===== src/rtl/tber_pkg.sv =====
// ----------------------------------------------------------------------------
// tber_pkg
// shared types and constants of the time-binned event recorder
// ----------------------------------------------------------------------------
package tber_pkg;

   // bin store geometry
   localparam int NUM_BINS    = 1024;
   localparam int COUNT_WIDTH = 8;
   localparam int BIN_AW      = $clog2(NUM_BINS);

   // configuration port
   localparam int CSR_INDEX_W = 1;
   localparam int CSR_DATA_W  = 16;
   localparam logic [CSR_INDEX_W-1:0] CSR_TICKS_PER_BIN = 1'b0;
   localparam logic [CSR_INDEX_W-1:0] CSR_BINS_IN_USE   = 1'b1;

   localparam logic [15:0] TICKS_PER_BIN_RESET = 16'd1000;
   localparam logic [10:0] BINS_IN_USE_RESET   = 11'd1024;

   // input item modes
   localparam logic [1:0] MODE_EVENT = 2'd0;
   localparam logic [1:0] MODE_TICK  = 2'd1;
   localparam logic [1:0] MODE_READ  = 2'd2;

   // operations handed from front to back
   localparam logic [1:0] OP_NONE = 2'd0;
   localparam logic [1:0] OP_INC  = 2'd1;
   localparam logic [1:0] OP_READ = 2'd2;

   typedef struct packed {
      logic [1:0] mode;
      logic [9:0] read_index;
   } req_type;

   typedef struct packed {
      logic [7:0]  read_count;
      logic [10:0] current_bin;
      logic [10:0] bins_recorded;
      logic [15:0] elapsed_ticks;
      logic        finished;
      logic        event_counted;
   } rsp_type;

   // one classified item on its way to the bin store
   typedef struct packed {
      logic [1:0]        op;
      logic [BIN_AW-1:0] addr;
      rsp_type           status;
   } cmd_type;

endpackage


===== src/rtl/tber_front.sv =====
// ----------------------------------------------------------------------------
// tber_front
// accepts items, holds configuration and the bin/tick sequencer, queues
// classified commands for the bin store
// ----------------------------------------------------------------------------
module tber_front (
   input  logic                               clock,
   input  logic                               reset,
   input  logic                               req_push,
   output logic                               req_full,
   input  tber_pkg::req_type                  req_data,
   input  logic                               csr_we,
   input  logic [tber_pkg::CSR_INDEX_W-1:0]   csr_index,
   input  logic [tber_pkg::CSR_DATA_W-1:0]    csr_wdata,
   input  logic                               store_clearing,
   output logic                               cmd_valid,
   output tber_pkg::cmd_type                  cmd_data,
   input  logic                               cmd_pop
);
   import tber_pkg::*;

   logic [15:0] ticks_per_bin_ff, ticks_per_bin_in;
   logic [10:0] bins_in_use_ff, bins_in_use_in;
   logic [10:0] ptr_ff, ptr_in;
   logic [15:0] ticks_ff, ticks_in;
   logic        done_ff, done_in;

   cmd_type     queue_ff [2];
   logic        wr_ptr_ff, wr_ptr_in;
   logic        rd_ptr_ff, rd_ptr_in;
   logic [1:0]  cnt_ff, cnt_in;

   logic        accept;
   logic [10:0] limit;
   logic [15:0] span;
   logic [16:0] tick_next;
   logic [10:0] ptr_step;
   logic        counted;
   cmd_type     cmd_new;

   assign req_full  = store_clearing || (cnt_ff == 2'd2);
   assign accept    = req_push && !req_full;
   assign cmd_valid = (cnt_ff != 2'd0);
   assign cmd_data  = queue_ff[rd_ptr_ff];

   // configuration
   always_comb begin
      ticks_per_bin_in = ticks_per_bin_ff;
      bins_in_use_in   = bins_in_use_ff;
      if (csr_we) begin
         case (csr_index)
            CSR_TICKS_PER_BIN: ticks_per_bin_in = csr_wdata[15:0];
            CSR_BINS_IN_USE:   bins_in_use_in   = csr_wdata[10:0];
            default: ;
         endcase
      end
   end

   // effective bin limit and span
   always_comb begin
      if (bins_in_use_ff == 11'd0) begin
         limit = 11'd1;
      end else if (32'(bins_in_use_ff) > NUM_BINS) begin
         limit = 11'(NUM_BINS);
      end else begin
         limit = bins_in_use_ff;
      end
      span      = (ticks_per_bin_ff == 16'd0) ? 16'd1 : ticks_per_bin_ff;
      tick_next = {1'b0, ticks_ff} + 17'd1;
      ptr_step  = ptr_ff + 11'd1;
   end

   // sequencer and classification
   always_comb begin
      ptr_in   = ptr_ff;
      ticks_in = ticks_ff;
      done_in  = done_ff;
      counted  = 1'b0;
      cmd_new.op   = OP_NONE;
      cmd_new.addr = BIN_AW'(ptr_ff);
      case (req_data.mode)
         MODE_EVENT: begin
            if (!done_ff && (ptr_ff < limit)) begin
               counted    = 1'b1;
               cmd_new.op = OP_INC;
            end
         end
         MODE_TICK: begin
            if (!done_ff) begin
               if (tick_next >= {1'b0, span}) begin
                  ptr_in = ptr_step;
                  if (ptr_step < limit) begin
                     ticks_in = 16'd0;
                  end else begin
                     ticks_in = tick_next[15:0];
                     done_in  = 1'b1;
                  end
               end else begin
                  ticks_in = tick_next[15:0];
               end
            end
         end
         MODE_READ: begin
            cmd_new.addr = BIN_AW'(req_data.read_index);
            if (32'(req_data.read_index) < NUM_BINS) begin
               cmd_new.op = OP_READ;
            end
         end
         default: ;
      endcase
      cmd_new.status.read_count    = 8'd0;
      cmd_new.status.current_bin   = ptr_in;
      cmd_new.status.bins_recorded = done_in ? ptr_in : ptr_in + 11'd1;
      cmd_new.status.elapsed_ticks = ticks_in;
      cmd_new.status.finished      = done_in;
      cmd_new.status.event_counted = counted;
   end

   // command queue pointers
   always_comb begin
      wr_ptr_in = wr_ptr_ff;
      rd_ptr_in = rd_ptr_ff;
      cnt_in    = cnt_ff;
      if (accept) begin
         wr_ptr_in = !wr_ptr_ff;
      end
      if (cmd_pop) begin
         rd_ptr_in = !rd_ptr_ff;
      end
      case ({accept, cmd_pop})
         2'b10:   cnt_in = cnt_ff + 2'd1;
         2'b01:   cnt_in = cnt_ff - 2'd1;
         default: cnt_in = cnt_ff;
      endcase
   end

   always_ff @(posedge clock) begin
      if (reset) begin
         ticks_per_bin_ff <= TICKS_PER_BIN_RESET;
         bins_in_use_ff   <= BINS_IN_USE_RESET;
         ptr_ff           <= 11'd0;
         ticks_ff         <= 16'd0;
         done_ff          <= 1'b0;
         wr_ptr_ff        <= 1'b0;
         rd_ptr_ff        <= 1'b0;
         cnt_ff           <= 2'd0;
      end else begin
         ticks_per_bin_ff <= ticks_per_bin_in;
         bins_in_use_ff   <= bins_in_use_in;
         if (accept) begin
            ptr_ff   <= ptr_in;
            ticks_ff <= ticks_in;
            done_ff  <= done_in;
         end
         wr_ptr_ff <= wr_ptr_in;
         rd_ptr_ff <= rd_ptr_in;
         cnt_ff    <= cnt_in;
      end
   end

   always_ff @(posedge clock) begin
      if (accept) begin
         queue_ff[wr_ptr_ff] <= cmd_new;
      end
   end

   a_no_accept_when_full: assert property (@(posedge clock) disable iff (reset)
      (cnt_ff == 2'd2) |-> !accept)
      else $error("command queue overrun");

   a_done_holds: assert property (@(posedge clock) disable iff (reset)
      done_ff |=> done_ff && $stable(ptr_ff))
      else $error("sequencer moved after finishing");

   a_queue_count_bound: assert property (@(posedge clock) disable iff (reset)
      cnt_ff != 2'd3)
      else $error("command queue count out of range");

endmodule


===== config.mk =====
export PLATFORM = sky130hd
export DESIGN_NAME = tber_front
export DESIGN_NICKNAME = d
export VERILOG_FILES = /design/src/rtl/tber_pkg.sv /design/src/rtl/tber_front.sv
export SDC_FILE = /design/constraint.sdc
export NUM_CORES = 1
export LEC_CHECK = 0
export ABC_AREA = 1
export BUFFER_PORTS_ARGS = -buffer_cell sky130_fd_sc_hd__buf_2
export CORE_AREA = 2 2 156 219
export DETAILED_ROUTE_END_ITERATION = 8
export DIE_AREA = 0 0 158 221
export GPL_TIMING_DRIVEN = 0
export PLACE_DENSITY = 0.47
export SYNTH_ARGS = -nofsm -noshare
export SYNTH_HDL_FRONTEND = slang
export SYNTH_SLANG_ARGS = --single-unit

===== constraint.sdc =====
create_clock -name clock -period 7.45 [get_ports clock]
set_clock_uncertainty 0.05 [all_clocks]
set_input_delay 1.49 -clock clock [delete_from_list [all_inputs] [get_ports clock]]
set_output_delay 1.49 -clock clock [all_outputs]
set_load 0.005 [all_outputs]

# Word-level counts from Yosys, hierarchy flattened
# Memories as Yosys holds them, arrays and structs flattened. A register that Yosys moved wholly into a read port is not among the register bits.
# Index checks and enable logic that the tools add are counted.
[totals] mem_bits_rw=104 input_bits=35 output_inout_bits=62 elab_cells=63 register_bits=59 mem_count=1
[op_classes] magnitude_cmp=4 n_eq_ne=5 n_reduce_logical=14 n_addsub=5 n_mux=25 bitwise=1
[memory_table] memory="queue_ff" words=2 width=52 read_ports=1 rd_clocked_by_memory_dff=1 wr=1 line_no="tber_front.sv:28" text="cmd_type queue_ff [2];"
[op_table] op="two-way mux 16 bit" n=5
[op_table] op="two-way mux 11 bit" n=6
[op_table] op="adder 11 x 1 -> 11 bit, second input constant" n=2
[op_table] op="less-than comparator 11 bit" n=2
[op_table] op="adder 16 x 1 -> 17 bit, second input constant" n=1
[op_table] op="greater-or-equal comparator 17 x 16 -> 1 bit" n=1
[op_table] op="logical NOT 16 bit" n=1
[op_table] op="greater-than comparator 11 bit, second input constant" n=1
[op_table] op="logical NOT 11 bit" n=1
[op_table] op="two-way mux 1 bit" n=11
[op_table] op="two-way mux 10 bit" n=1
[op_table] op="case mux 2 bit (2 select lines)" n=2
[op_table] op="equality test 2 bit, second input constant" n=3
[op_table] op="equality test 2 x 1 -> 1 bit, second input constant" n=2
[op_table] op="logical NOT 1 bit" n=4
[op_table] op="AND reduction 2 bit" n=2
[op_table] op="nonzero test 2 bit" n=2
[op_table] op="adder 2 x 1 -> 2 bit, second input constant" n=1
[op_table] op="logical AND 1 bit" n=2
[op_table] op="logical NOT 2 bit" n=1
[op_table] op="subtractor 2 x 1 -> 2 bit, second input constant" n=1
[op_table] op="logical OR 1 bit" n=1
[op_table] op="inverter 1 bit" n=1

# Longest topological paths before layout
[logic_depth] word_depth=9 depth_mapped=27 depth_no_buf=26

# Least setup slack after synthesis
# OpenSTA, ideal clock, no wires.
[synth_timing] path_kind="input-to-reg" from="input store_clearing" to="memory queue_ff[0][0] in the netlist's numbering, enable pin" arrival_time_ns=4.195 t_required_ns=6.940 setup_time_ns=0.460 path_buffers=2 setup_slack_ns=2.745 stages=5 cell_sequence="inv_1 -> nand3_1 -> clkbuf_1 -> clkbuf_1 -> nor2_1"
[synth_via] elab_chain_cells=5
[synth_lines] element="start, declared" line_no="tber_front.sv:15" text="input logic store_clearing,"
[synth_lines] element="logical OR 1 bit" line_no="tber_front.sv:41" text="assign req_full = store_clearing || (cnt_ff == 2'd2);"
[synth_lines] element="logical NOT 1 bit" line_no="tber_front.sv:42" text="assign accept = req_push && !req_full;"
[synth_lines] element="logical AND 1 bit" line_no="tber_front.sv:42"
[synth_lines] element="two-way mux 1 bit" line_no="tber_front.sv:162" text="if (accept) begin"
[synth_lines] element="two-way mux 1 bit (implied by the code)" line_no="tber_front.sv:163" text="queue_ff[wr_ptr_ff] <= cmd_new;"
[synth_lines] element="end, declared" line_no="tber_front.sv:28"
# Every way passes these cells.

==> flow_summary.toml <==
[outcome]
status = "finished, final reports clean"

[global_route]
grt_max_degree = 27
first_global_vias = 5930
grtUsageTotal_pct = 12.6
antenna_found_initial = 2
grt_pass1_wl_mm = 32.7
grt_overflow = 0

[final_layout]
areaGrowthSynthToFinish_pct = 20.9
final_util_pct = 29.9
fillers = 3522
final_area_sq_um = 9890
layout.nets = 1015
final_layout_size_suffix_gt1_share_pct = 23.3

[clock_tree]
numClockSinks = 162
root_buffer = "clkbuf_16"
cts_resized = 0
clock_latency_ns = 0.45
numCtsBuffers = 17
path_clk_slew_ns = 0.07
hold_buffers = 0
cts_tree = "built"
h-tree-depth = 4
clock_path_buffers = 2
post_cts_buffers = 0

[die]
rows = 79
dieArea_sq_um = 34900
initial_core_util_pct = 24.8
coreArea_sq_um = 33000
die_w_microns = 158
io_pins = 97
die_y_microns = 221

[routing]
first_iter_violations = 263
wl_per_cell_microns = 15.2
viasPerCell = 4.19
vias = 5864
firstDrtPassIters = 4
wirelength_mm = 21.3
drc = 0
ant_nets = 0

[power_and_ir_drop]
p_int_mw = 1.72
p_switching_mw = 0.639
comb_power_share_pct = 15.5
clkPwrFrac_pct = 40.4
ir_drop_v = 0.000115
cellLeakagePower_nw = 4.17
power_density_nw_per_um2 = 239
p_sw_share_pct = 27.0
seqPwrFrac_pct = 44.1

[worst_setup_path]
cp.required_ns = 7.60
cp-end-kind = "flop"
crit_fanout = 10
crit_arrival_ns = 4.36
path_class = "flop to flop"
startpoint_type = "flop"

[logic_synthesis]
seq_area_frac_synth_pct = 52.1
yosysWarnings = 0
synthArstFlopShare_pct = 0
yosys.cell_types.count = 43
yosysMostFrequentCell = "inv_1"
syn_area_sq_um = 8180
synth_top_family_by_area = "simple AND/OR/NAND/NOR gates"
synth-simple-area-share_pct = 13.1
avgSynthCellArea_sq_um = 9.92
synth_largest_area_cell = "edfxtp_1"
synth_common_cells = "inv_1, edfxtp_1, nand2_1"
synth-edff-count = 102
synth_flop_cell = "edfxtp_1"
synth_xor_area_share_pct = 3.72
yosysTopAreaCellShare_pct = 37.5
synth-compound-area-share_pct = 10.3
synth_mux_area_share_pct = 7.02
synthesis.instances = 824
synth_fa_ha_area_share_pct = 6.12
synth.area.top_cells = "edfxtp_1, dfxtp_1, mux2_2"
ys_ff_latch = 162

[timing]
max_freq_mhz = 238
slew_headroom_pct = 42.7
tightest_slew_ns = 0.858
hold_viol = 0
setup_tns_ns = 0
post-route-min-period_ns = 4.21
post-route-period-util_pct = 56.5
setup_viol = 0
grt_setup_unrepaired = "false"
drv_slew = 0

[worst_hold_path]
min_path_type = "flop to flop"

[placement]
placed_cell_area_sq_um = 9260
port_buffers = 88
hpwl_mm = 16.4
gp_congestion = 0.815

[run]
maxCapViolCount = 0
[power groups by stage]
stage               Clock (mW)  Sequential [mW]  Combinational [mW]
floorplan                    0             1.06               0.242
global placement             0             1.06               0.368
detailed placement           0             1.06               0.376
CTS                      0.976             1.04               0.378
global route              1.01             1.05               0.417
finish                   0.953             1.04               0.366
[routing by layer]
layer / routed length (microns) / vias up / track usage (%)
li1: - / 3021 / -
met3: 698 / 27 / 2.82
met1: 8210 / 2729 / 12.9
met2: 11800 / 85 / 24.3
met4: 498 / 2 / 4.65
met5: 7 / - / 0
[cell type report]
cell class                 count  area (sq um)  area share, %
clock inverter                13           196           1.99
antenna                        1          2.50         0.0253
inverter                     116           435           4.40
clock buffer                  19           433           4.38
timing repair buffer          90           480           4.86
buffer                        38           185           1.87
sequential                   162          4260           43.1
tap                          445           557           5.63
multi-input combinational    515          3330           33.7
[logic make-up after synthesis]
logic type      count (synthesis)
flops                         162
mux                            51
compound gates                157
simple gates                  226
fa+ha+maj                      40
xor+xnor                       33
buf+inv                       154
other cells                     1
[stage by stage]
stage               instances  power [mW]  hold WS, ns  setup slack, ns
detailed placement       1366        1.44        0.417             3.23
floorplan                 831        1.30        0.393             2.74
CTS                      1398        2.40        0.427             3.21
global placement         1364        1.43        0.409            0.731
finish                   1399        2.36        0.424             3.24
global route             1399        2.47        0.437             2.79
[critical path: stages (launching register included)]
cell	delay, ns
dfxtp_1	0.44
nand3_1	0.16
nor3_2	0.24
nand3_1	0.17
nor2_1	0.16
nand3_1	0.15
nor3_2	0.14
xor2_1	0.28
ha_1	0.22
inv_1	0.05
nor2_1	0.13
and2_1	0.16
a21oi_2	0.07
nand2_4	0.14
nand2_4	0.08
buf_6	0.16
nand2_2	0.06
nand2_2	0.08
inv_1	0.15
ha_1	0.18
nand3_1	0.12
nor2_2	0.17
nand2_2	0.11
nor2_4	0.12
nand2_1	0.06
nand2_1	0.06
nand2_1	0.06
[placed cells by master (no fill, tap or decap), types with 40 or more instances in the layout]
cell / netlist / routed
inv_1: 107 / 107
edfxtp_1: 102 / 102
nand2_1: 98 / 98
buf_2: 1 / 89
o21ai_0: 81 / 81
dfxtp_1: 60 / 60
a21oi_1: 57 / 57
mux2_2: 51 / 51
nor2_1: 44 / 42
ha_1: 40 / 40
[state kept, by name, indices dropped and copies added (netlist names), named ones only]
signal,cells
ticks_ff,16
ticks_per_bin_ff,16
bins_in_use_ff,11
wr_ptr_ff,1
ptr_ff,11
queue_ff,102
cnt_ff,2
rd_ptr_ff,1
done_ff,1
[final timing paths]
kind / start / end / slack, ns / cells past startpoint
setup reg to reg: ticks_ff[0] / queue_ff[0][28] / 3.24 / 26
hold reg to reg: bins_in_use_ff[5] / bins_in_use_ff[5] / 0.42 / 2
setup / recovery: ticks_ff[0] / queue_ff[0][28] / 3.24 / 26
hold / removal: bins_in_use_ff[5] / bins_in_use_ff[5] / 0.42 / 2
Power figures use the tool's default switching activity.
